### src/design/bmprle_pkg.sv
`timescale 1ns / 1ps
package bmprle_pkg;

  localparam int PALETTE_DEPTH = 256;
  localparam int COORD_BITS    = 16;
  localparam int PAL_AW        = $clog2(PALETTE_DEPTH);
  localparam int POS_W         = COORD_BITS + 1;
  localparam logic [8:0] PAL_DEPTH_C = 9'(PALETTE_DEPTH);

  localparam int CFG_AW = 4;

  // Register indexes (byte address bits [3:2]).
  localparam logic [1:0] REG_WIDTH   = 2'd0;
  localparam logic [1:0] REG_HEIGHT  = 2'd1;
  localparam logic [1:0] REG_NIBBLE  = 2'd2;
  localparam logic [1:0] REG_ENTRIES = 2'd3;

  // Input operations.
  localparam logic [1:0] OP_PAL   = 2'd0;
  localparam logic [1:0] OP_BYTE  = 2'd1;
  localparam logic [1:0] OP_EOS   = 2'd2;
  localparam logic [1:0] OP_START = 2'd3;

  // Result kinds.
  localparam logic [1:0] KIND_SPAN = 2'd0;
  localparam logic [1:0] KIND_DONE = 2'd1;
  localparam logic [1:0] KIND_FAIL = 2'd2;

  localparam logic [7:0] NIB_MASK = 8'h0F;

  typedef struct packed {
    logic [15:0] image_width;
    logic [15:0] image_height;
    logic        nibble_mode;
    logic [8:0]  palette_entries;
  } cfg_t;

  typedef struct packed {
    logic        valid;
    logic [1:0]  kind;
    logic [15:0] x;
    logic [15:0] y;
    logic [7:0]  len;
    logic        odd_used;
  } res_t;

endpackage

### src/design/bmprle_cfg.sv
`timescale 1ns / 1ps
module bmprle_cfg
  import bmprle_pkg::*;
(
  input  logic              clk,
  input  logic              rst_n,
  input  logic              psel,
  input  logic              penable,
  input  logic              pwrite,
  input  logic [CFG_AW-1:0] paddr,
  input  logic [31:0]       pwdata,
  output logic [31:0]       prdata,
  output logic              pready,
  output cfg_t              cfg
);

  cfg_t cfg_r, cfg_nxt;
  logic wr_en;

  assign wr_en  = psel & penable & pwrite;
  assign pready = 1'b1;

  always_comb begin
    cfg_nxt = cfg_r;
    if (wr_en) begin
      unique case (paddr[3:2])
        REG_WIDTH:   cfg_nxt.image_width     = pwdata[15:0];
        REG_HEIGHT:  cfg_nxt.image_height    = pwdata[15:0];
        REG_NIBBLE:  cfg_nxt.nibble_mode     = pwdata[0];
        REG_ENTRIES: cfg_nxt.palette_entries = pwdata[8:0];
        default:     cfg_nxt = cfg_r;
      endcase
    end
  end

  always_comb begin
    unique case (paddr[3:2])
      REG_WIDTH:   prdata = {16'd0, cfg_r.image_width};
      REG_HEIGHT:  prdata = {16'd0, cfg_r.image_height};
      REG_NIBBLE:  prdata = {31'd0, cfg_r.nibble_mode};
      REG_ENTRIES: prdata = {23'd0, cfg_r.palette_entries};
      default:     prdata = 32'd0;
    endcase
  end

  always_ff @(posedge clk) begin
    if (!rst_n) begin
      cfg_r.image_width     <= 16'd1;
      cfg_r.image_height    <= 16'd1;
      cfg_r.nibble_mode     <= 1'b0;
      cfg_r.palette_entries <= 9'd256;
    end else begin
      cfg_r <= cfg_nxt;
    end
  end

  assign cfg = cfg_r;

endmodule

### config.mk
export PLATFORM = sky130hd
export DESIGN_NAME = bmprle_cfg
export DESIGN_NICKNAME = d
export VERILOG_FILES = /design/src/design/bmprle_pkg.sv /design/src/design/bmprle_cfg.sv
export SDC_FILE = /design/constraint.sdc
export NUM_CORES = 1
export LEC_CHECK = 0
export BUFFER_PORTS_ARGS = -buffer_cell sky130_fd_sc_hd__buf_2
export CAP_MARGIN = 5
export CORE_ASPECT_RATIO = 0.8
export CORE_MARGIN = 2
export CORE_UTILIZATION = 28
export CTS_CLUSTER_SIZE = 16
export DETAILED_ROUTE_END_ITERATION = 10
export PLACE_DENSITY = 0.54
export SLEW_MARGIN = 10
export SYNTH_ARGS = -nofsm -noshare
export SYNTH_HDL_FRONTEND = slang
export SYNTH_SLANG_ARGS = --single-unit
### constraint.sdc
create_clock -name clk -period 3.2 [get_ports clk]
set_clock_uncertainty 0.15 [all_clocks]
set_input_delay 0.16 -clock clk [delete_from_list [all_inputs] [get_ports clk]]
set_output_delay 0.16 -clock clk [all_outputs]
set_load 0.005 [all_outputs]
* Yosys cells after proc, flatten, opt, wreduce, memory -nomap -nowiden
Index checks and enable logic that the tools add are counted.
Storage, ports and cells: ROM bits 0, memories kept 0, latch bits 0, bits in writable memories 0, output and inout port bits 75, word-level logic and storage cells 15, register bits after elaboration 42
Cells by class: eq/ne operators 3, reductions and logical operators 5, bitwise operators 2, multipliers 0, shift-type cells 0, mux-type cells 1, magnitude comparators 0, divide/modulo/power cells 0, add/subtract/negate cells 0
Operators by type and width (number):
- $pmux 32 s4 | 1
- $reduce_and 2->1 | 4
- $eq 2x2->1 const B | 2
- $and 1x1->1 | 2
- $eq 2x1->1 const B | 1
- $logic_not 2->1 | 1

* Depth between registers and ports, before layout
Gate-level depths: netlist (run 1).
depth after elaboration 3, depth in mapped cells 5, mapped depth without buffers 3

* Worst setup path before layout (run 1)
No wires, ideal clock.
path type input port to flip-flop, from input port pwrite, to register cfg_r, in the netlist cfg[29], arrival time 1129 ps, stages on the path 4, slack 1849 ps, required time 2978 ps, cells stage by stage nand3_2 nor3_2 buf_6 mux2i_1
Between the ends: longest elaborated chain between the ends 2
RTL lines:
- from (decl) | line bmprle_cfg.sv:9 | input logic pwrite,
- $and 1x1->1 | line bmprle_cfg.sv:20 | assign wr_en = psel & penable & pwrite;
- $reduce_and 2->1 (no line)
- to (signal assigned) | line bmprle_cfg.sv:53 | cfg_r <= cfg_nxt;
- to (decl) | line bmprle_cfg.sv:17 | cfg_t cfg_r, cfg_nxt;
Every way passes these cells. A chain may end at the register's enable or synchronous reset.

* Final worst setup path (run 1)
from input port paddr[3], to output port prdata[4]
Between the ends: longest elaborated chain between the ends 2, elaborated cells on any way between the ends 5
RTL lines:
- from (decl) | line bmprle_cfg.sv:10 | input logic [CFG_AW-1:0] paddr,
- $eq 2x2->1, or another cell as far along | line bmprle_cfg.sv:37 | unique case (paddr[3:2])
- $pmux 32 s4 (*) | line bmprle_cfg.sv:37
- to (decl) | line bmprle_cfg.sv:12 | output logic [31:0] prdata,
Mark *: on every way between the ends. The rest lies on a longest branch, timed or not. The select of a mux whose other input is x is not followed.

==> results of run 1 <==
synthesized netlist by cell type:
master / count / area (sq um)
o311ai_0: 1 / 8.76
inv_1: 1 / 3.75
o21ai_0: 9 / 45.0
or3b_1: 1 / 8.76
nor2_2: 1 / 6.26
buf_2: 3 / 15.0
dfxtp_1: 42 / 841
nand2_1: 64 / 240
and2_1: 1 / 6.26
clkbuf_1: 8 / 30.0
conb_1: 2 / 7.51
mux4_2: 1 / 22.5
nor2_1: 7 / 26.3
nand3_2: 1 / 10.0
mux2i_1: 56 / 561
nor3_2: 1 / 10.0
nor2b_1: 3 / 18.8
nor3b_1: 1 / 7.51
buf_4: 18 / 135
buf_6: 2 / 22.5
buf_12: 1 / 20.0
power groups by stage:
stage | logic, mW | clock network (mW) | registers (mW)
detailed placement | 0.0923 | 0 | 0.547
floorplan | 0.0708 | 0 | 0.547
finish | 0.0978 | 0.345 | 0.534
global placement | 0.0916 | 0 | 0.546
CTS | 0.0998 | 0.365 | 0.534
global route | 0.110 | 0.388 | 0.535
tightest hold or removal path: cells and delay by family:
kind / cells / cell delay, ns
AND/OR/NAND/NOR: 1 / 0.05
buffers and inverters: 1 / 0.09
multiplexers: 1 / 0.10
per-stage QoR:
step / hold WS, ns / utilization (%) / setup slack [ns]
floorplan: 0.172 / - / 1.85
global placement: 0.288 / 34.6 / 1.26
detailed placement: 0.296 / 34.6 / 1.23
CTS: 0.00285 / 37.0 / 1.47
global route: 0.00805 / 37.0 / 1.37
finish: 0.0134 / 37.0 / 1.56
cell type report:
type / instances / area, sq um / area share [%]
flip-flops and latches: 42 / 841 / 32.5
repair buffers: 91 / 503 / 19.4
inverters: 1 / 3.75 / 0.145
clock buffers: 7 / 86.3 / 3.33
multi-input cells: 164 / 1040 / 40.2
well taps: 87 / 109 / 4.20
clock inverters: 1 / 5.00 / 0.193
worst max path at each step:
stage / cells after the start / endpoint / slack, ns / from
6_report: 5 / prdata[4] / 1.56 / paddr[3]
5_1_grt: 5 / prdata[1] / 1.37 / paddr[3]
4_1_cts: 5 / prdata[4] / 1.47 / paddr[3]
3_5_place_dp: 5 / cfg[0] / 1.23 / paddr[2]
3_3_place_gp: 5 / cfg[3] / 1.26 / paddr[2]
2_1_floorplan: 4 / cfg[29] / 1.85 / pwrite
cells in the final DEF (no fill, tap or decap), types with 3 or more instances in the layout:
cell type / count
mux2i_1: 56
dfxtp_1: 42
buf_2: 80
o21ai_0: 9
nor2b_1: 3
buf_4: 3
dlygate4sd3_1: 8
nand2_1: 64
clkbuf_8: 6
nor2_1: 7
conb_1: 17
layer usage:
layer,global-route usage [%],routed length (um),share of wire (%)
met1,17.1,2530,49
met2,21.7,2400,46
met3,3.57,242,4.7
met4,3.70,23,0.44
met5,0,0,0
cell families after synthesis:
group,Yosys count,share of synthesized area [%]
AOI/OAI and AO/OA,10,2.63
other,2,0.367
DFF,42,41.1
buffers and inverters,33,11.1
muxes,57,28.5
and+or+nand+nor,80,16.3
==> flow_metrics.env, run 1 <==
export IMPL_max_freq_ghz=0.611
export IMPL_stdcell_count=393
export IMPL_worst_pin_slew_ns=1.01
export IMPL_crit_family="simple AND/OR/NAND/NOR gates"
export IMPL_wirelength_um=5200
export IMPL_drv_cap=0
export IMPL_ys_warn_count=0
export IMPL_p_leak_nw=1.30
export IMPL_nets=346
export IMPL_die_w_um=99.6
export IMPL_hold_class="in -> reg"
export IMPL_placementRows=27
export IMPL_cp_start_kind="input port"
export IMPL_switchingPower_mw=0.233
export IMPL_setup_violations_final=0
export IMPL_slew_headroom_pct=32.8
export IMPL_viasPerCell=4.33
export IMPL_numCtsBuffers=5
export IMPL_syn_cell_area_sq_um=2050
export IMPL_ff2ff_setup_slack_ns=2.34
export IMPL_reg2reg_from="cfg[8]"
export IMPL_synthToLayoutAreaGrowth_pct=26.5
export IMPL_root_buffer="clkbuf_8"
export IMPL_r2r_cells=2
export IMPL_clkLatencyLatePin_ns=0.28
export IMPL_rsz0062_at_grt="false"
export IMPL_ys_seq_area_share_pct=41.1
export IMPL_cp_num_buf_inv=2
export IMPL_grt_pass1_wl_um=8160
export IMPL_cts_resized=0
export IMPL_power_frac_seq_pct=54.7
export IMPL_gp_congestion=0.673
export IMPL_synth_seq_cells=42
export IMPL_min_from="pwdata[0]"
export IMPL_combPwrFrac_pct=10.0
export IMPL_path_cells="buf_2, and2_1, nand2_1, o21ai_0, buf_2"
export IMPL_synth_cell_type_count=21
export IMPL_io_buffers=80
export IMPL_ir_worst_vdd_v=0.000154
export IMPL_cts_max_level=2
export IMPL_detailed_place_area_sq_um=2420
export IMPL_path_class="in -> out"
export IMPL_initial_core_util_pct=29.3
export IMPL_total_power_mw=0.977
export IMPL_final_max_slew_viol_count=0
export IMPL_coreArea_sq_um=6990
export IMPL_track_usage_pct=13.2
export IMPL_ios=116
export IMPL_crit_slowest_cell="and2_1"
export IMPL_antenna_found_initial=0
export IMPL_final_area_sq_um=2590
export IMPL_grt_max_degree=60
export IMPL_grt_overflow=0
export IMPL_postSynthAreaPerCell_sq_um=9.13
export IMPL_clkPwrFrac_pct=35.3
export IMPL_drtIter0Drc=38
export IMPL_fin_crit_sh_pct=51.1
export IMPL_placed_cells=377
export IMPL_clockBufferDepth=2
export IMPL_end_kind="primary output"
export IMPL_drive_above_1_share_pct=30.7
export IMPL_die_area_sq_um=8010
export IMPL_post_cts_buffers=0
export IMPL_worstHoldEndpoint="cfg[10]"
export IMPL_ant_nets=0
export IMPL_die_height_um=80.5
export IMPL_hold_path_depth=3
export IMPL_crit_top_cell="buf_2"
export IMPL_drcViolationCount=0
export IMPL_dr_total_vias=1700
export IMPL_cp_max_fo=21
export IMPL_hpwl_um=3660
export IMPL_post_route_min_period_ns=1.64
export IMPL_fillers=769
export IMPL_clkTransAtPathRegs_ns=0.07
export IMPL_arrival_ns=1.33
export IMPL_largest_reg_flops=42
export IMPL_wl_per_cell_um=13.2
export IMPL_cpPeakStageDelay_ns=0.45
export IMPL_cts_hold_buf=8
export IMPL_syn_inst=224
export IMPL_r2r_end="cfg[8]"
export IMPL_p_sw_share_pct=23.8
export IMPL_tns_ns=0
export IMPL_cp_data_required_time_ns=2.89
export IMPL_cts_tree="done"
export IMPL_p_per_area_nw_per_um2=377
export IMPL_clock_sinks=42
export IMPL_p_int_mw=0.744
export IMPL_firstDrtPassIters=4
export IMPL_diodes=0
export IMPL_grt_pass1_vias=1592
export IMPL_status="finished clean"
export IMPL_hold_viol=0
Note: power is estimated with default switching activity, not from simulation.
==> run 2: changes to the inputs <==
--- a/config.mk
+++ b/config.mk
@@ -12,7 +12,7 @@
 export CORE_UTILIZATION = 28
 export CTS_CLUSTER_SIZE = 16
 export DETAILED_ROUTE_END_ITERATION = 10
-export PLACE_DENSITY = 0.54
+export PLACE_DENSITY = 0.56
 export SLEW_MARGIN = 10
 export SYNTH_ARGS = -nofsm -noshare
 export SYNTH_HDL_FRONTEND = slang
==> constraint.sdc (replaced) <==
create_clock -name clk -period 1.5 [get_ports clk]
set_clock_uncertainty 0.15 [all_clocks]
set_input_delay 0.075 -clock clk [delete_from_list [all_inputs] [get_ports clk]]
set_output_delay 0.075 -clock clk [all_outputs]
set_load 0.005 [all_outputs]
==> flow_metrics.env, run 2 (synthesized netlist as in run 1, its figures left out) <==
export IMPL_drive_above_1_share_pct=32.4
export IMPL_switchingPower_mw=0.523
export IMPL_fin_crit_sh_pct=97.1
export IMPL_placementRows=27
export IMPL_critical_path_depth=2
export IMPL_tns_ns=0
export IMPL_cp_start_kind="flop"
export IMPL_most_common_layout_cells="buf_2 (80), nand2_1 (64), mux2i_1 (56), dfxtp_1 (42)"
export IMPL_clockBufferDepth=2
export IMPL_power_frac_seq_pct=53.1
export IMPL_r2r_cells=2
export IMPL_crit_family="multiplexers"
export IMPL_viasPerCell=4.32
export IMPL_grt_pass1_vias=1690
export IMPL_end_kind="primary output"
export IMPL_rsz0062_at_grt="false"
export IMPL_diodes=0
export IMPL_setup_violations_final=0
export IMPL_largest_reg_flops=42
export IMPL_r2r_end="cfg[8]"
export IMPL_cpPeakStageDelay_ns=0.48
export IMPL_p_sw_share_pct=24.4
export IMPL_die_w_um=99.6
export IMPL_hpwl_um=4050
export IMPL_clkPwrFrac_pct=35.1
export IMPL_worstSetupEndpoint="prdata[0]"
export IMPL_post_cts_buffers=0
export IMPL_arrival_ns=1.23
export IMPL_path_class="reg -> out"
export IMPL_cp_num_buf_inv=1
export IMPL_drtIter0Drc=60
export IMPL_initial_core_util_pct=29.3
export IMPL_final_area_sq_um=2790
export IMPL_numCtsBuffers=5
export IMPL_p_per_area_nw_per_um2=768
export IMPL_crit_slowest_cell="mux4_2"
export IMPL_drv_cap=0
export IMPL_reg2reg_from="cfg[8]"
export IMPL_cp_max_fo=3
export IMPL_die_height_um=80.5
export IMPL_firstDrtPassIters=4
export IMPL_clkLatencyLatePin_ns=0.29
export IMPL_ff2ff_setup_slack_ns=0.70
export IMPL_cp_data_required_time_ns=1.27
export IMPL_antenna_found_initial=0
export IMPL_p_int_mw=1.62
export IMPL_status="finished clean"
export IMPL_nets=367
export IMPL_drcViolationCount=0
export IMPL_hold_viol=0
export IMPL_ant_nets=0
export IMPL_final_util_pct=40.0
export IMPL_cts_max_level=2
export IMPL_coreArea_sq_um=6990
export IMPL_dr_total_vias=1788
export IMPL_cts_tree="done"
export IMPL_grt_overflow=0
export IMPL_track_usage_pct=14.0
export IMPL_wirelength_um=5500
export IMPL_placed_cells=389
export IMPL_post_route_min_period_ns=1.46
export IMPL_hold_class="in -> reg"
export IMPL_max_freq_ghz=0.686
export IMPL_synthToLayoutAreaGrowth_pct=36.6
export IMPL_path_cells="mux4_2, buf_2"
export IMPL_setup_worst_path_start="cfg[0]"
export IMPL_root_buffer="clkbuf_8"
export IMPL_cts_resized=0
export IMPL_io_buffers=80
export IMPL_clock_sinks=42
export IMPL_stdcell_count=414
export IMPL_mostFrequentLayoutCell="buf_2"
export IMPL_final_max_slew_viol_count=0
export IMPL_die_area_sq_um=8010
export IMPL_detailed_place_area_sq_um=2530
export IMPL_grt_max_degree=22
export IMPL_ios=116
export IMPL_wl_per_cell_um=13.3
export IMPL_combPwrFrac_pct=11.8
export IMPL_ir_worst_vdd_v=0.000275
export IMPL_clkTransAtPathRegs_ns=0.08
export IMPL_gp_congestion=0.719
export IMPL_p_leak_nw=1.41
export IMPL_grt_pass1_wl_um=8740
-- run 2: cell count changes in the layout (fill, tap and decap cells not counted), sizes merged --
| cell | previous run | this run |
|---|---|---|
| buf | 83 | 95 |
| dlygate4sd3 | 8 | 17 |
-- run 2: routing by layer --
layer	part of all wire (%)	global-route usage [%]	vias up	routed length, um
li1	-	-	904	-
met1	47	18.9	819	2600
met2	46	22.3	58	2510
met3	6.1	3.39	7	333
met4	1.0	4.11	0	55
met5	0	0	-	0
-- run 2: layout make-up --
| type | count | area [sq um] |
|---|---|---|
| inverters | 1 | 3.75 |
| multi-input cells | 164 | 1040 |
| well taps | 87 | 109 |
| clock buffers | 7 | 86.3 |
| fillers | 728 | 4200 |
| flip-flops and latches | 42 | 841 |
| clock inverters | 1 | 5.00 |
| repair buffers | 112 | 708 |
-- run 2: metrics by stage --
step / total power, mW / worst slack, ns / hold WS (ns)
4_1_cts: 2.19 / 0.0190 / 0.112
5_1_grt: 2.24 / 0.00722 / 0.155
3_3_place_gp: 1.39 / 0.180 / 0.203
3_5_place_dp: 1.39 / 0.162 / 0.211
6_report: 2.15 / 0.0431 / 0.108
2_1_floorplan: 1.32 / 0.234 / 0.0865
-- run 2: repair_timing --
item,CTS,global route
hold buffers,17,0
hold endpoints to repair,42,0
endpoints found under the setup margin,0,0
-- run 2: worst min-delay path by stage --
stage | startpoint | to | slack (ns) | cells after the start
global route | paddr[2] | cfg[8] | 0.16 | 3
finish | paddr[2] | cfg[8] | 0.11 | 3
CTS | paddr[3] | cfg[8] | 0.11 | 3
detailed placement | pwdata[15] | cfg[41] | 0.21 | 3
global placement | pwdata[15] | cfg[25] | 0.20 | 3
floorplan | pwdata[8] | cfg[18] | 0.09 | 2
-- run 2: tightest hold or removal path, cell delays in order --
cell and delay (ns):
buf_2 0.16, nand2_1 0.13, o311ai_0 0.12
-- run 2: power groups by stage --
stage | Clock (mW) | Combinational [mW] | Sequential, mW
after detailed placement | 0 | 0.222 | 1.17
final | 0.754 | 0.254 | 1.14
after floorplan | 0 | 0.151 | 1.17
after global routing | 0.814 | 0.283 | 1.14
after CTS | 0.791 | 0.256 | 1.14
after global placement | 0 | 0.220 | 1.17
