===== config.mk =====
export PLATFORM = sky130hd
export DESIGN_NAME = bmprle_out
export DESIGN_NICKNAME = d
export VERILOG_FILES = /design/src/design/bmprle_pkg.sv /design/src/design/bmprle_out.sv
export SDC_FILE = /design/constraint.sdc
export NUM_CORES = 1
export LEC_CHECK = 0
export CAP_MARGIN = 5
export CORE_MARGIN = 2
export CORE_UTILIZATION = 25
export CTS_CLUSTER_SIZE = 10
export DETAILED_ROUTE_END_ITERATION = 6
export DONT_BUFFER_PORTS = 1
export PLACE_DENSITY = 0.51
export SETUP_SLACK_MARGIN = 0.4
export SYNTH_ARGS = -nofsm -noshare
export SYNTH_HDL_FRONTEND = slang
export SYNTH_SLANG_ARGS = --single-unit

===== constraint.sdc =====
create_clock -name clk -period 5.5 [get_ports clk]
set_clock_uncertainty 0.15 [all_clocks]
set_input_delay 0.275 -clock clk [delete_from_list [all_inputs] [get_ports clk]]
set_output_delay 0.275 -clock clk [all_outputs]
set_load 0.05 [all_outputs]

===== src/design/bmprle_pkg.sv =====
`timescale 1ns / 1ps
package bmprle_pkg;

  localparam int PALETTE_DEPTH = 256;
  localparam int COORD_BITS    = 16;
  localparam int PAL_AW        = $clog2(PALETTE_DEPTH);
  localparam int POS_W         = COORD_BITS + 1;
  localparam logic [8:0] PAL_DEPTH_C = 9'(PALETTE_DEPTH);

  localparam int CFG_AW = 4;

  // Register indexes (byte address bits [3:2]).
  localparam logic [1:0] REG_WIDTH   = 2'd0;
  localparam logic [1:0] REG_HEIGHT  = 2'd1;
  localparam logic [1:0] REG_NIBBLE  = 2'd2;
  localparam logic [1:0] REG_ENTRIES = 2'd3;

  // Input operations.
  localparam logic [1:0] OP_PAL   = 2'd0;
  localparam logic [1:0] OP_BYTE  = 2'd1;
  localparam logic [1:0] OP_EOS   = 2'd2;
  localparam logic [1:0] OP_START = 2'd3;

  // Result kinds.
  localparam logic [1:0] KIND_SPAN = 2'd0;
  localparam logic [1:0] KIND_DONE = 2'd1;
  localparam logic [1:0] KIND_FAIL = 2'd2;

  localparam logic [7:0] NIB_MASK = 8'h0F;

  typedef struct packed {
    logic [15:0] image_width;
    logic [15:0] image_height;
    logic        nibble_mode;
    logic [8:0]  palette_entries;
  } cfg_t;

  typedef struct packed {
    logic        valid;
    logic [1:0]  kind;
    logic [15:0] x;
    logic [15:0] y;
    logic [7:0]  len;
    logic        odd_used;
  } res_t;

endpackage


===== src/design/bmprle_out.sv =====
`timescale 1ns / 1ps
module bmprle_out
  import bmprle_pkg::*;
(
  input  logic        clk,
  input  logic        rst_n,
  input  logic        accept,
  input  res_t        res,
  input  logic [31:0] even_rdata,
  input  logic [31:0] odd_rdata,
  output logic        in_ready,
  output logic        out_valid,
  input  logic        out_ready,
  output logic [1:0]  out_kind,
  output logic [15:0] out_x,
  output logic [15:0] out_y,
  output logic [7:0]  out_len,
  output logic [31:0] out_even,
  output logic [31:0] out_odd
);

  // Stage one waits for the palette read; the output register follows it.
  logic        s1_v_r, s1_v_nxt;
  res_t        s1_res_r;
  logic        s1_move;
  logic        out_v_r, out_v_nxt;
  logic [1:0]  kind_r;
  logic [15:0] x_r, y_r;
  logic [7:0]  len_r;
  logic [31:0] even_r, odd_r;
  logic        is_span;

  assign s1_move  = !out_v_r || out_ready;
  assign in_ready = !s1_v_r || s1_move;
  assign is_span  = (s1_res_r.kind == KIND_SPAN);

  always_comb begin
    if (accept) begin
      s1_v_nxt = res.valid;
    end else begin
      s1_v_nxt = s1_v_r && !s1_move;
    end
    if (s1_v_r && s1_move) begin
      out_v_nxt = 1'b1;
    end else begin
      out_v_nxt = out_v_r && !out_ready;
    end
  end

  always_ff @(posedge clk) begin
    if (!rst_n) begin
      s1_v_r  <= 1'b0;
      out_v_r <= 1'b0;
    end else begin
      s1_v_r  <= s1_v_nxt;
      out_v_r <= out_v_nxt;
    end
  end

  always_ff @(posedge clk) begin
    if (accept) begin
      s1_res_r <= res;
    end
    if (s1_v_r && s1_move) begin
      kind_r <= s1_res_r.kind;
      x_r    <= s1_res_r.x;
      y_r    <= s1_res_r.y;
      len_r  <= s1_res_r.len;
      even_r <= is_span ? even_rdata : 32'd0;
      odd_r  <= (is_span && s1_res_r.odd_used) ? odd_rdata : 32'd0;
    end
  end

  assign out_valid = out_v_r;
  assign out_kind  = kind_r;
  assign out_x     = x_r;
  assign out_y     = y_r;
  assign out_len   = len_r;
  assign out_even  = even_r;
  assign out_odd   = odd_r;

endmodule


==> reports/summary.txt, run 1 <==
Status: stopped before the end
Last stage: clock tree synthesis
Error: [ERROR RSZ-0060] Max buffer count reached.
Synth Net Count: 344
Netlist cell types: 14
Post-Syn Instances: 232
Cell area after synthesis: 0.005046 sq mm
IO buf count: 0
I/O pin count: 220
Synth warn: 0
Die width: 146.1 microns
Row count: 51
Dpl hpwl: 6684 microns
CTS max path bufs: 2
PostCTS Resize Cnt: 0
Routability cong.: 0.7090
Number of CTS-inserted buffers: 17
CTS root buf: clkbuf_16
Clock Sinks: 151
Die height: 146.1 microns
Syn avg cell area: 21.75 sq um
Max H-tree Level: 4
Synth Register Bits: 151
Post-CTS Hold Buffers: 105
Starting density of the core: 25.67%
Setup bufs post-CTS: 0
Seq/Total Area, Yosys: 89.46%
[cells in the mapped netlist]
master	instances	area, sq um
a21boi_0	1	7.510
edfxtp_1	149	4474
o21a_1	1	7.510
dfxtp_1	2	40.04
nand4bb_1	1	11.26
and2_2	1	7.510
and2_1	31	193.9
clkbuf_2	6	30.03
clkbuf_1	3	11.26
nor2b_1	2	12.51
nor2_4	1	11.26
nand2_1	2	7.510
and3_1	7	43.79
and3_2	25	187.7
[stage by stage]
stage / cells / setup slack, ns / cell area, sq um / hold slack [ns]
after floorplan: 232 / 1.431 / 5049 / 0.2239
after global placement: 490 / 2.858 / 5359 / 0.2239
after detailed placement: 490 / 2.794 / 5359 / 0.2239
[cell families after synthesis]
group / after synthesis / share of synthesized area [%]
AOI/OAI and AO/OA: 2 / 0.2977
buffers and inverters: 9 / 0.8183
DFF: 151 / 89.46
and+or+nand+nor: 70 / 9.422
==> run 2, diff against run 1 <==
--- a/config.mk
+++ b/config.mk
@@ -7,12 +7,10 @@
 export LEC_CHECK = 0
 export CAP_MARGIN = 5
 export CORE_MARGIN = 2
-export CORE_UTILIZATION = 25
-export CTS_CLUSTER_SIZE = 10
+export CORE_UTILIZATION = 20
 export DETAILED_ROUTE_END_ITERATION = 6
 export DONT_BUFFER_PORTS = 1
-export PLACE_DENSITY = 0.51
-export SETUP_SLACK_MARGIN = 0.4
+export PLACE_DENSITY_LB_ADDON = 0.15
 export SYNTH_ARGS = -nofsm -noshare
 export SYNTH_HDL_FRONTEND = slang
 export SYNTH_SLANG_ARGS = --single-unit
==> constraint.sdc (replaced) <==
create_clock -name clk -period 7.2 [get_ports clk]
set_clock_uncertainty 0.15 [all_clocks]
set_input_delay 0.36 -clock clk [delete_from_list [all_inputs] [get_ports clk]]
set_output_delay 0.36 -clock clk [all_outputs]
set_load 0.05 [all_outputs]
==> reports/summary.txt, run 2 <==
Crit path max-delay family: simple AND/OR/NAND/NOR gates
Max_cap viols: 0
Pre-CTS setup slack: 4.083 ns (was 2.794 ns)
Largest register by flop count: s1_res_r
Worst r2r src: out_valid
Max reg flops: 43
Inst Count DP: 554 (was 490)
Final core utilization: 27.40%
Static Leak: 2.407 nW
CP required: 7.08 ns
Vias: 2342
Worst hold margin: 0.02917 ns
RSZ-0062 raised after global routing: false
Yosys top cell area share: 88.67% (unchanged)
Largest net degree at the start of global routing: 73
WL final: 10850 microns
CP Buf/Inv Count: 1
Top-count cell post-synth: edfxtp_1 (unchanged)
Slowest CP cell: buf_4
CTS clock-pin slew for the worst setup and hold paths: 0.06 ns
Flop2flop setup slack: 4.16 ns
Vias per inst: 3.522
CTS tree: done
CTS root buf: clkbuf_16 (unchanged)
Clock Latency Late Sink: 0.41 ns
Setup WS post-layout: 4.159 ns
Syn avg cell area: 21.75 sq um (unchanged)
Cells along the critical path: nor2b_1 -> nor2b_4 -> buf_4
Overall Power: 2.065 mW
Die height: 162.8 microns (was 146.1 microns)
Final Setup Violations: 0
Total gr overflow: 0
Largest stage delay, worst path: 0.85 ns
Die width: 162.8 microns (was 146.1 microns)
Number of CTS-inserted buffers: 17 (unchanged)
Placed inst area: 0.005433 sq mm (was 0.005359 sq mm)
Initial antenna violation count: 0
CP Data Arrival Time: 2.92 ns
Synth Net Count: 344 (unchanged)
Number of remaining DRC errors: 0
Switching share of total power: 22.57%
Seq/Total Area, Yosys: 89.46% (unchanged)
Max H-tree Level: 4 (unchanged)
IO buf count: 0 (unchanged)
Asr flop ratio synth: 0% (unchanged)
Tcrit/Tclk final: 42.24%
Most common flop cell mapped by yosys: edfxtp_1 (unchanged)
Nets@finish: 434
Routed wire per std cell: 16.32 microns
Layout Cells excl Fill: 665
Worst min-delay path class: in2reg
Top post-synthesis cells by area: edfxtp_1 89%, and2_1 3.8%, and3_2 3.7% (unchanged)
Most common cell after layout, fill and taps aside: edfxtp_1
Critical path launch point: out_valid
Initial detailed-routing violation count: 140
Status: finished, final reports clean (was stopped before the end)
Die area: 0.02652 sq mm
Layout cells sized above 1: 17.61%
Synth Register Bits: 151 (unchanged)
HP Start: odd_rdata[25]
Clock network fraction of total power: 44.7%
Vias in the first global route: 2450
Starting density of the core: 20.21% (was 25.67%)
Minimum clock period: 3.041 ns
Post-synth top cells: 149 x edfxtp_1, 31 x and2_1, 25 x and3_2 (unchanged)
Setup_tns: 0 ns
Row count: 58 (was 51)
Area delta synth->final: 35.56%
Netlist cell types: 14 (unchanged)
I/O pin count: 220 (unchanged)
PostCTS Resize Cnt: 0 (unchanged)
Post-Syn Instances: 232 (unchanged)
Final Hold Viols: 0
Worst rel slew slack: 26.11%
Power per standard cell area: 301.9 mW/mm^2
CTS max path bufs: 2 (unchanged)
Core footprint: 0.02496 sq mm
Max-slew violations: 0
Setup bufs post-CTS: 0 (unchanged)
Startpoint Class: flip-flop
Cell area after synthesis: 0.005046 sq mm (unchanged)
Clock Sinks: 151 (unchanged)
Synth warn: 0 (unchanged)
CP max FO: 72
Internal power: 1.599 mW
Antenna viol nets, final: 0
Logic gate share of total power: 3.4%
Number of diodes: 0
Net load switching power: 465.9 uW
Total track usage: 8.103%
Crit end category: flip-flop
Reg power frac: 51.9%
Setup Crit Path Kind: reg2reg
Routability cong.: 0.6898 (was 0.7090)
Most frequent cells in the layout: 149 x edfxtp_1, 78 x dlygate4sd3_1, 31 x and2_1
EDFF count, synth: 149 (unchanged)
First-pass GRT wire length: 15500 microns
F_max: 328.8 MHz
Peak supply drop: 147.3 uV
Slew @ Worst Pin: 1.106 ns
Final Cell Area: 0.006840 sq mm
Iteration count of the initial detailed-routing pass: 4
Largest area contributor in the netlist: edfxtp_1 (unchanged)
[run 2: cell counts after synthesis]
Identical to the previous run, type by type.
[run 2: logic make-up (layout without fill, tap and decap cells)]
group                  after synthesis  after routing  share of synthesized area, %
buffers and inverters                9            112                        0.8183
DFF                                151            151                         89.46
AOI/OAI and AO/OA                    2              2                        0.2977
and+or+nand+nor                     70             70                         9.422
[run 2: layout make-up]
type	count	area (sq um)
Fill cell	2529	18120
Clock inverter	14	170.2
Clock buffer	18	429.2
Multi-Input combinational cell	72	498.0
Sequential cell	151	4514
Timing Repair Buffer	80	815.8
Tap cell	330	412.9
[run 2: power by group through the flow]
stage / registers [mW] / logic (mW) / clock network, mW
3_3_place_gp: 1.09 / 0.0303 / 0
5_1_grt: 1.08 / 0.0793 / 0.993
6_report: 1.07 / 0.0708 / 0.923
3_5_place_dp: 1.09 / 0.0322 / 0
4_1_cts: 1.07 / 0.0734 / 0.957
2_1_floorplan: 1.09 / 0.0264 / 0
[run 2: layer usage]
metal / track usage [%] / share of wire [%]
met1: 9.856 / 43
met2: 12.13 / 47
met3: 4.405 / 8.9
met4: 2.896 / 1.1
met5: 0 / 0
[run 2: final timing paths]
path | to | depth (start not counted)
worst min-delay path | out_odd[25] | 1
worst min register to register | out_x[14] | 0
worst max register to register | out_even[19] | 3
worst max-delay path | out_even[19] | 3
[run 2: timing repair]
item,in CTS,in global routing
endpoints found under the hold margin,120,0
setup endpoints to repair,0,0
hold buffers,79,0
Power figures use the tool's default switching activity.
==> run 3, diff against run 2 <==
--- a/config.mk
+++ b/config.mk
@@ -5,6 +5,7 @@
 export SDC_FILE = /design/constraint.sdc
 export NUM_CORES = 1
 export LEC_CHECK = 0
+export ABC_AREA = 1
 export CAP_MARGIN = 5
 export CORE_MARGIN = 2
 export CORE_UTILIZATION = 20
==> constraint.sdc (replaced) <==
create_clock -name clk -period 2.7 [get_ports clk]
set_clock_uncertainty 0.15 [all_clocks]
set_input_delay 0.135 -clock clk [delete_from_list [all_inputs] [get_ports clk]]
set_output_delay 0.135 -clock clk [all_outputs]
set_load 0.05 [all_outputs]
==> reports/summary.txt, run 3 <==
Antenna viol nets, final: 0 (unchanged)
Largest stage delay, worst path: 0.61 ns (was 0.85 ns)
Cells along the critical path: dlygate4sd3_1 -> buf_16 -> nand2_1 -> nand2_1 -> dlygate4sd3_1 -> a21oi_1 (was nor2b_1 -> nor2b_4 -> buf_4)
Starting density of the core: 20.38% (was 20.21%)
Post-synth top cells: 149 x edfxtp_1, 68 x inv_1, 62 x nor2_1 (was 149 x edfxtp_1, 31 x and2_1, 25 x and3_2)
Peak supply drop: 278.9 uV (was 147.3 uV)
Routability cong.: 0.6792 (was 0.6898)
Number of remaining DRC errors: 0 (unchanged)
Top-count cell post-synth: edfxtp_1 (unchanged)
Vias per inst: 3.438 (was 3.522)
EDFF count, synth: 149 (unchanged)
Synth Net Count: 411 (was 344)
Inst Count DP: 624 (was 554)
Largest area contributor in the netlist: edfxtp_1 (unchanged)
Core footprint: 0.02518 sq mm (was 0.02496 sq mm)
Most common flop cell mapped by yosys: edfxtp_1 (unchanged)
Die width: 164.2 microns (was 162.8 microns)
Layout Cells excl Fill: 768 (was 665)
CP Data Arrival Time: 1.77 ns (was 2.92 ns)
Overall Power: 5.812 mW (was 2.065 mW)
Static Leak: 2.733 nW (was 2.407 nW)
Final Hold Viols: 0 (unchanged)
Largest register by flop count: s1_res_r (unchanged)
Max-slew violations: 0 (unchanged)
IO buf count: 0 (unchanged)
Largest net degree at the start of global routing: 107 (was 73)
Worst rel slew slack: 56.98% (was 26.11%)
Synth warn: 0 (unchanged)
Asr flop ratio synth: 0% (unchanged)
Syn avg cell area: 17.17 sq um (was 21.75 sq um)
I/O pin count: 220 (unchanged)
CTS max path bufs: 2 (unchanged)
Post-Syn Instances: 299 (was 232)
Max H-tree Level: 4 (unchanged)
Clock Sinks: 151 (unchanged)
WL final: 11310 microns (was 10850 microns)
Yosys top cell area share: 87.18% (was 88.67%)
RSZ-0062 raised after global routing: false (unchanged)
Minimum clock period: 1.650 ns
Worst min-delay path class: in2reg (unchanged)
Dpl hpwl: 6959 microns
Total track usage: 8.264% (was 8.103%)
CTS root buf: clkbuf_16 (unchanged)
Nets@finish: 537 (was 434)
Fill cells: 2524 (was 2529)
Clock Latency Late Sink: 0.41 ns (about the same)
Max reg flops: 43 (unchanged)
Max_cap viols: 0 (unchanged)
Multi-input gate area: 302.8 sq um (was 498.0 sq um)
F_max: 606.0 MHz
Crit path max-delay family: buffers and inverters (was simple AND/OR/NAND/NOR gates)
Number of CTS-inserted buffers: 17 (unchanged)
Top post-synthesis cells by area: edfxtp_1 87%, inv_1 5.0%, nor2_1 4.5% (was edfxtp_1 89%, and2_1 3.8%, and3_2 3.7%)
Startpoint Class: primary input (was flip-flop)
CP required: 2.82 ns (was 7.08 ns)
Vias: 2640 (was 2342)
Die area: 0.02696 sq mm (was 0.02652 sq mm)
Tcrit/Tclk final: 61.12%
Slowest CP cell: dlygate4sd3_1 (was buf_4)
Initial antenna violation count: 0 (unchanged)
Slew @ Worst Pin: 0.6431 ns (was 1.106 ns)
Number of diodes: 0 (unchanged)
Setup Crit Path Kind: in2reg (was reg2reg)
Total gr overflow: 0 (unchanged)
CTS tree: done (unchanged)
CTS clock-pin slew for the worst setup and hold paths: 0.07 ns (was 0.06 ns)
Final core utilization: 28.89% (was 27.40%)
First-pass GRT wire length: 16100 microns (was 15500 microns)
Synth Register Bits: 151 (unchanged)
Routed wire per std cell: 14.72 microns (was 16.32 microns)
Setup WS post-layout: 1.050 ns (was 4.159 ns)
Iteration count of the initial detailed-routing pass: 4 (unchanged)
Layout cells sized above 1: 8.904% (was 17.61%)
Cell area after synthesis: 0.005132 sq mm (was 0.005046 sq mm)
Register area: 0.004518 sq mm (was 0.004514 sq mm)
Crit end category: flip-flop (unchanged)
Final Setup Violations: 0 (unchanged)
Initial detailed-routing violation count: 192 (was 140)
CP max FO: 45 (was 72)
CP Buf/Inv Count: 3 (was 1)
Most common cell after layout, fill and taps aside: edfxtp_1 (unchanged)
Netlist cell types: 12 (was 14)
Seq/Total Area, Yosys: 87.96% (was 89.46%)
Row count: 58 (unchanged)
Area delta synth->final: 41.76% (was 35.56%)
Most frequent cells in the layout: 149 x edfxtp_1, 111 x dlygate4sd3_1, 68 x inv_1 (was 149 x edfxtp_1, 78 x dlygate4sd3_1, 31 x and2_1)
Die height: 164.2 microns (was 162.8 microns)
Pre-CTS setup slack: 1.061 ns (was 4.083 ns)
Status: finished, final reports clean (unchanged)
Power per standard cell area: 798.8 mW/mm^2 (was 301.9 mW/mm^2)
Vias in the first global route: 2845 (was 2450)
run 3: cell count changes after synthesis, sizes merged:
cell,previous run,this run
nor2b,2,0
o21a,1,0
a21oi,0,2
nand3,0,1
and2,32,0
buf,0,6
and3,32,0
clkbuf,9,0
nor2,1,65
inv,0,69
nand4bb,1,0
nand2,2,4
run 3: path summary, 6_finish.rpt:
path,startpoint,end,cells past startpoint,slack [ns]
worst max register to register,out_valid,out_even[9],2,1.05
worst min-delay path,res[3],s1_res_r[3],1,0.19
worst min register to register,s1_res_r[21],out_y[12],0,0.27
worst max-delay path,accept,s1_v_r,6,1.05
run 3: worst reg2reg max path, stage by stage, from the launching register on:
cell     delay (ns)
dfxtp_4        0.41
a21oi_4        0.16
buf_12         0.45
run 3: power breakdown:
part	internal (mW)	total (mW)	leakage [nW]	switching, mW
clock network	1.56	2.54	0.295	0.984
registers	2.73	3.02	1.44	0.283
logic	0.133	0.255	1.00	0.122
run 3: cells by family (layout without fill, tap and decap cells):
| family | count (synthesis) | in the layout | synth area share, % |
|---|---|---|---|
| AOI/OAI and AO/OA | 3 | 3 | 0.3414 |
| buffers and inverters | 75 | 214 | 6.362 |
| DFF | 151 | 151 | 87.96 |
| and+or+nand+nor | 70 | 70 | 5.339 |
run 3: area by class of cell:
cell class / instances / share of cell area (%)
well taps: 330 / 5.675
clock buffers: 18 / 5.899
clock inverters: 14 / 2.683
inverters: 69 / 3.560
flip-flops and latches: 151 / 62.10
multi-input cells: 73 / 4.162
repair buffers: 113 / 15.92
run 3: timing repair:
action / CTS / global route
gates resized for setup: 0 / 0
buffers inserted: 0 / 0
endpoints found under the hold margin: 152 / 0
hold buffers: 112 / 0
run 3: through the flow:
step                      TNS [ns]  instance area, sq um  hold WS [ns]
final                            0                  7276        0.1885
after global routing             0                  7276        0.1666
after CTS                        0                  7276        0.1614
after detailed placement         0                  5513       0.08393
after global placement           0                  5513       0.08394
after floorplan             -9.839                  5147       0.08387
run 3: metal layers:
layer  global-route usage (%)  vias up  wire length (microns)
met2                    13.90      133                   5620
met3                    3.990        9                   1083
met4                    3.628        0                    143
li1                         -     1243                      -
met1                    8.789     1255                   4459
met5                        0        -                      0
==> run 4, diff against run 3 <==
==> constraint.sdc (replaced) <==
create_clock -name clk -period 1.5 [get_ports clk]
set_clock_uncertainty 0.15 [all_clocks]
set_input_delay 0.075 -clock clk [delete_from_list [all_inputs] [get_ports clk]]
set_output_delay 0.075 -clock clk [all_outputs]
set_load 0.05 [all_outputs]
==> reports/summary.txt, run 4 (same netlist as run 3, synthesis figures left out) <==
Status: finished with violations (was finished, final reports clean)
Violated checks: hold timing
Largest stage delay, worst path: 0.37 ns (was 0.61 ns)
Routed wire per std cell: 14.78 microns (was 14.72 microns)
Startpoint Class: flip-flop (was primary input)
IO buf count: 0 (unchanged)
Starting density of the core: 20.38% (unchanged)
Vias per inst: 3.468 (was 3.438)
Post-CTS Hold Buffers: 111 (was 112)
Nets@finish: 546 (was 537)
Most common cell after layout, fill and taps aside: edfxtp_1 (unchanged)
Number of CTS-inserted buffers: 17 (unchanged)
Inst Count DP: 629 (was 624)
Max H-tree Level: 4 (unchanged)
Initial detailed-routing violation count: 152 (was 192)
Die height: 164.2 microns (unchanged)
Vias: 2695 (was 2640)
CP required: 1.27 ns (was 2.82 ns)
Clock Sinks: 151 (unchanged)
Worst hold margin: -0.3819 ns (was 0.1885 ns)
Crit end category: output port (was flip-flop)
Largest net degree at the start of global routing: 46 (was 107)
CTS root buf: clkbuf_16 (unchanged)
Die width: 164.2 microns (unchanged)
Worst min-delay path class: in2reg (unchanged)
CP Buf/Inv Count: 2 (was 3)
Peak supply drop: 513.2 uV (was 278.9 uV)
CP max FO: 3 (was 45)
RSZ-0062 raised after global routing: false (unchanged)
Tcrit/Tclk final: 94.56%
Dpl hpwl: 7275 microns (was 6959 microns)
Routability cong.: 0.6954 (was 0.6792)
Overall Power: 10.50 mW (was 5.812 mW)
Static Leak: 2.795 nW (was 2.733 nW)
CP Data Arrival Time: 1.19 ns (was 1.77 ns)
Layout cells sized above 1: 11.19% (was 8.904%)
Register area: 0.004519 sq mm (was 0.004518 sq mm)
Vias in the first global route: 2794 (was 2845)
Row count: 58 (unchanged)
Layout Cells excl Fill: 777 (was 768)
Placed inst area: 0.005588 sq mm (was 0.005513 sq mm)
Crit path max-delay family: flip-flops (was buffers and inverters)
Setup WS post-layout: 0.08154 ns (was 1.050 ns)
Largest register by flop count: s1_res_r (unchanged)
Max_cap viols: 0 (unchanged)
Antenna viol nets, final: 0 (unchanged)
Setup Crit Path Kind: reg2out (was in2reg)
Core footprint: 0.02518 sq mm (unchanged)
Pre-CTS setup slack: 0.02027 ns (was 1.061 ns)
F_max: 705.0 MHz
Multi-input gate area: 307.8 sq um (was 302.8 sq um)
Die area: 0.02696 sq mm (unchanged)
Setup_tns: 0 ns (unchanged)
Minimum clock period: 1.418 ns
Fill cells: 2493 (was 2524)
Power per standard cell area: 1419 mW/mm^2 (was 798.8 mW/mm^2)
Final core utilization: 29.40% (was 28.89%)
CTS clock-pin slew for the worst setup and hold paths: 0.07 ns (about the same)
Total gr overflow: 0 (unchanged)
Max reg flops: 43 (unchanged)
First-pass GRT wire length: 16410 microns (was 16100 microns)
WL final: 11480 microns (was 11310 microns)
Max-slew violations: 0 (unchanged)
Final Hold Viols: 43 (was 0)
Total track usage: 8.286% (was 8.264%)
CTS tree: done (unchanged)
Final Setup Violations: 0 (unchanged)
Initial antenna violation count: 0 (unchanged)
Slowest CP cell: dfxtp_4 (was dlygate4sd3_1)
CTS max path bufs: 2 (unchanged)
Most frequent cells in the layout: 149 x edfxtp_1, 111 x dlygate4sd3_1, 68 x inv_1 (unchanged)
Cells along the critical path: buf_12 -> nand3_2 -> buf_6 (was dlygate4sd3_1 -> buf_16 -> nand2_1 -> nand2_1 -> dlygate4sd3_1 -> a21oi_1)
Area delta synth->final: 44.25% (was 41.76%)
I/O pin count: 220 (unchanged)
Clock Latency Late Sink: 0.41 ns (about the same)
Final Cell Area: 0.007403 sq mm (was 0.007276 sq mm)
Slew @ Worst Pin: 0.5490 ns (was 0.6431 ns)
Number of remaining DRC errors: 0 (unchanged)
Number of diodes: 0 (unchanged)
Worst rel slew slack: 63.48% (was 56.98%)
Iteration count of the initial detailed-routing pass: 4 (unchanged)
==> run 4: cell count changes in the layout (fill, tap and decap cells not counted), sizes merged <==
cell / before / now
buf: 2 / 10
clkbuf: 18 / 19
==> run 4: worst paths after layout <==
kind	startpoint	end	slack, ns	cells after the start
setup / recovery	out_valid	in_ready	0.08	3
hold / removal	accept	s1_res_r[3]	-0.38	0
setup reg to reg	s1_v_r	out_odd[29]	0.09	4
hold reg to reg	s1_res_r[24]	out_y[15]	0.27	0
==> run 4: worst register-to-register path, stage by stage, from the launching register on <==
cell and delay [ns]:
dfxtp_2 0.34, inv_1 0.07, a21oi_4 0.13, buf_4 0.14, buf_12 0.22
==> run 4: per-layer routing <==
layer	global-route usage (%)	up-vias	routed length, microns
met3	4.293	5	1176
met5	0	-	0
li1	-	1265	-
met1	9.203	1292	4566
met2	13.62	133	5649
met4	2.871	0	91
==> run 4: area by class of cell <==
type	instances	area share [%]
sequential	151	61.04
timing repair buffer	122	17.26
clock buffer	18	5.797
tap	330	5.577
multi-input combinational	73	4.158
inverter	69	3.532
clock inverter	14	2.636
==> run 4: what timing repair did <==
action	CTS	global route
endpoints found under the setup margin	2	95
buffers inserted	0	4
gates cloned	0	1
endpoints found under the hold margin	154	43
gates resized for setup	5	3
==> run 4: where the power goes <==
part,switching (mW),internal [mW],total (mW)
combinational,0.211,0.269,0.480
sequential,0.505,4.92,5.42
clock,1.80,2.80,4.60
total,2.51,7.99,10.5
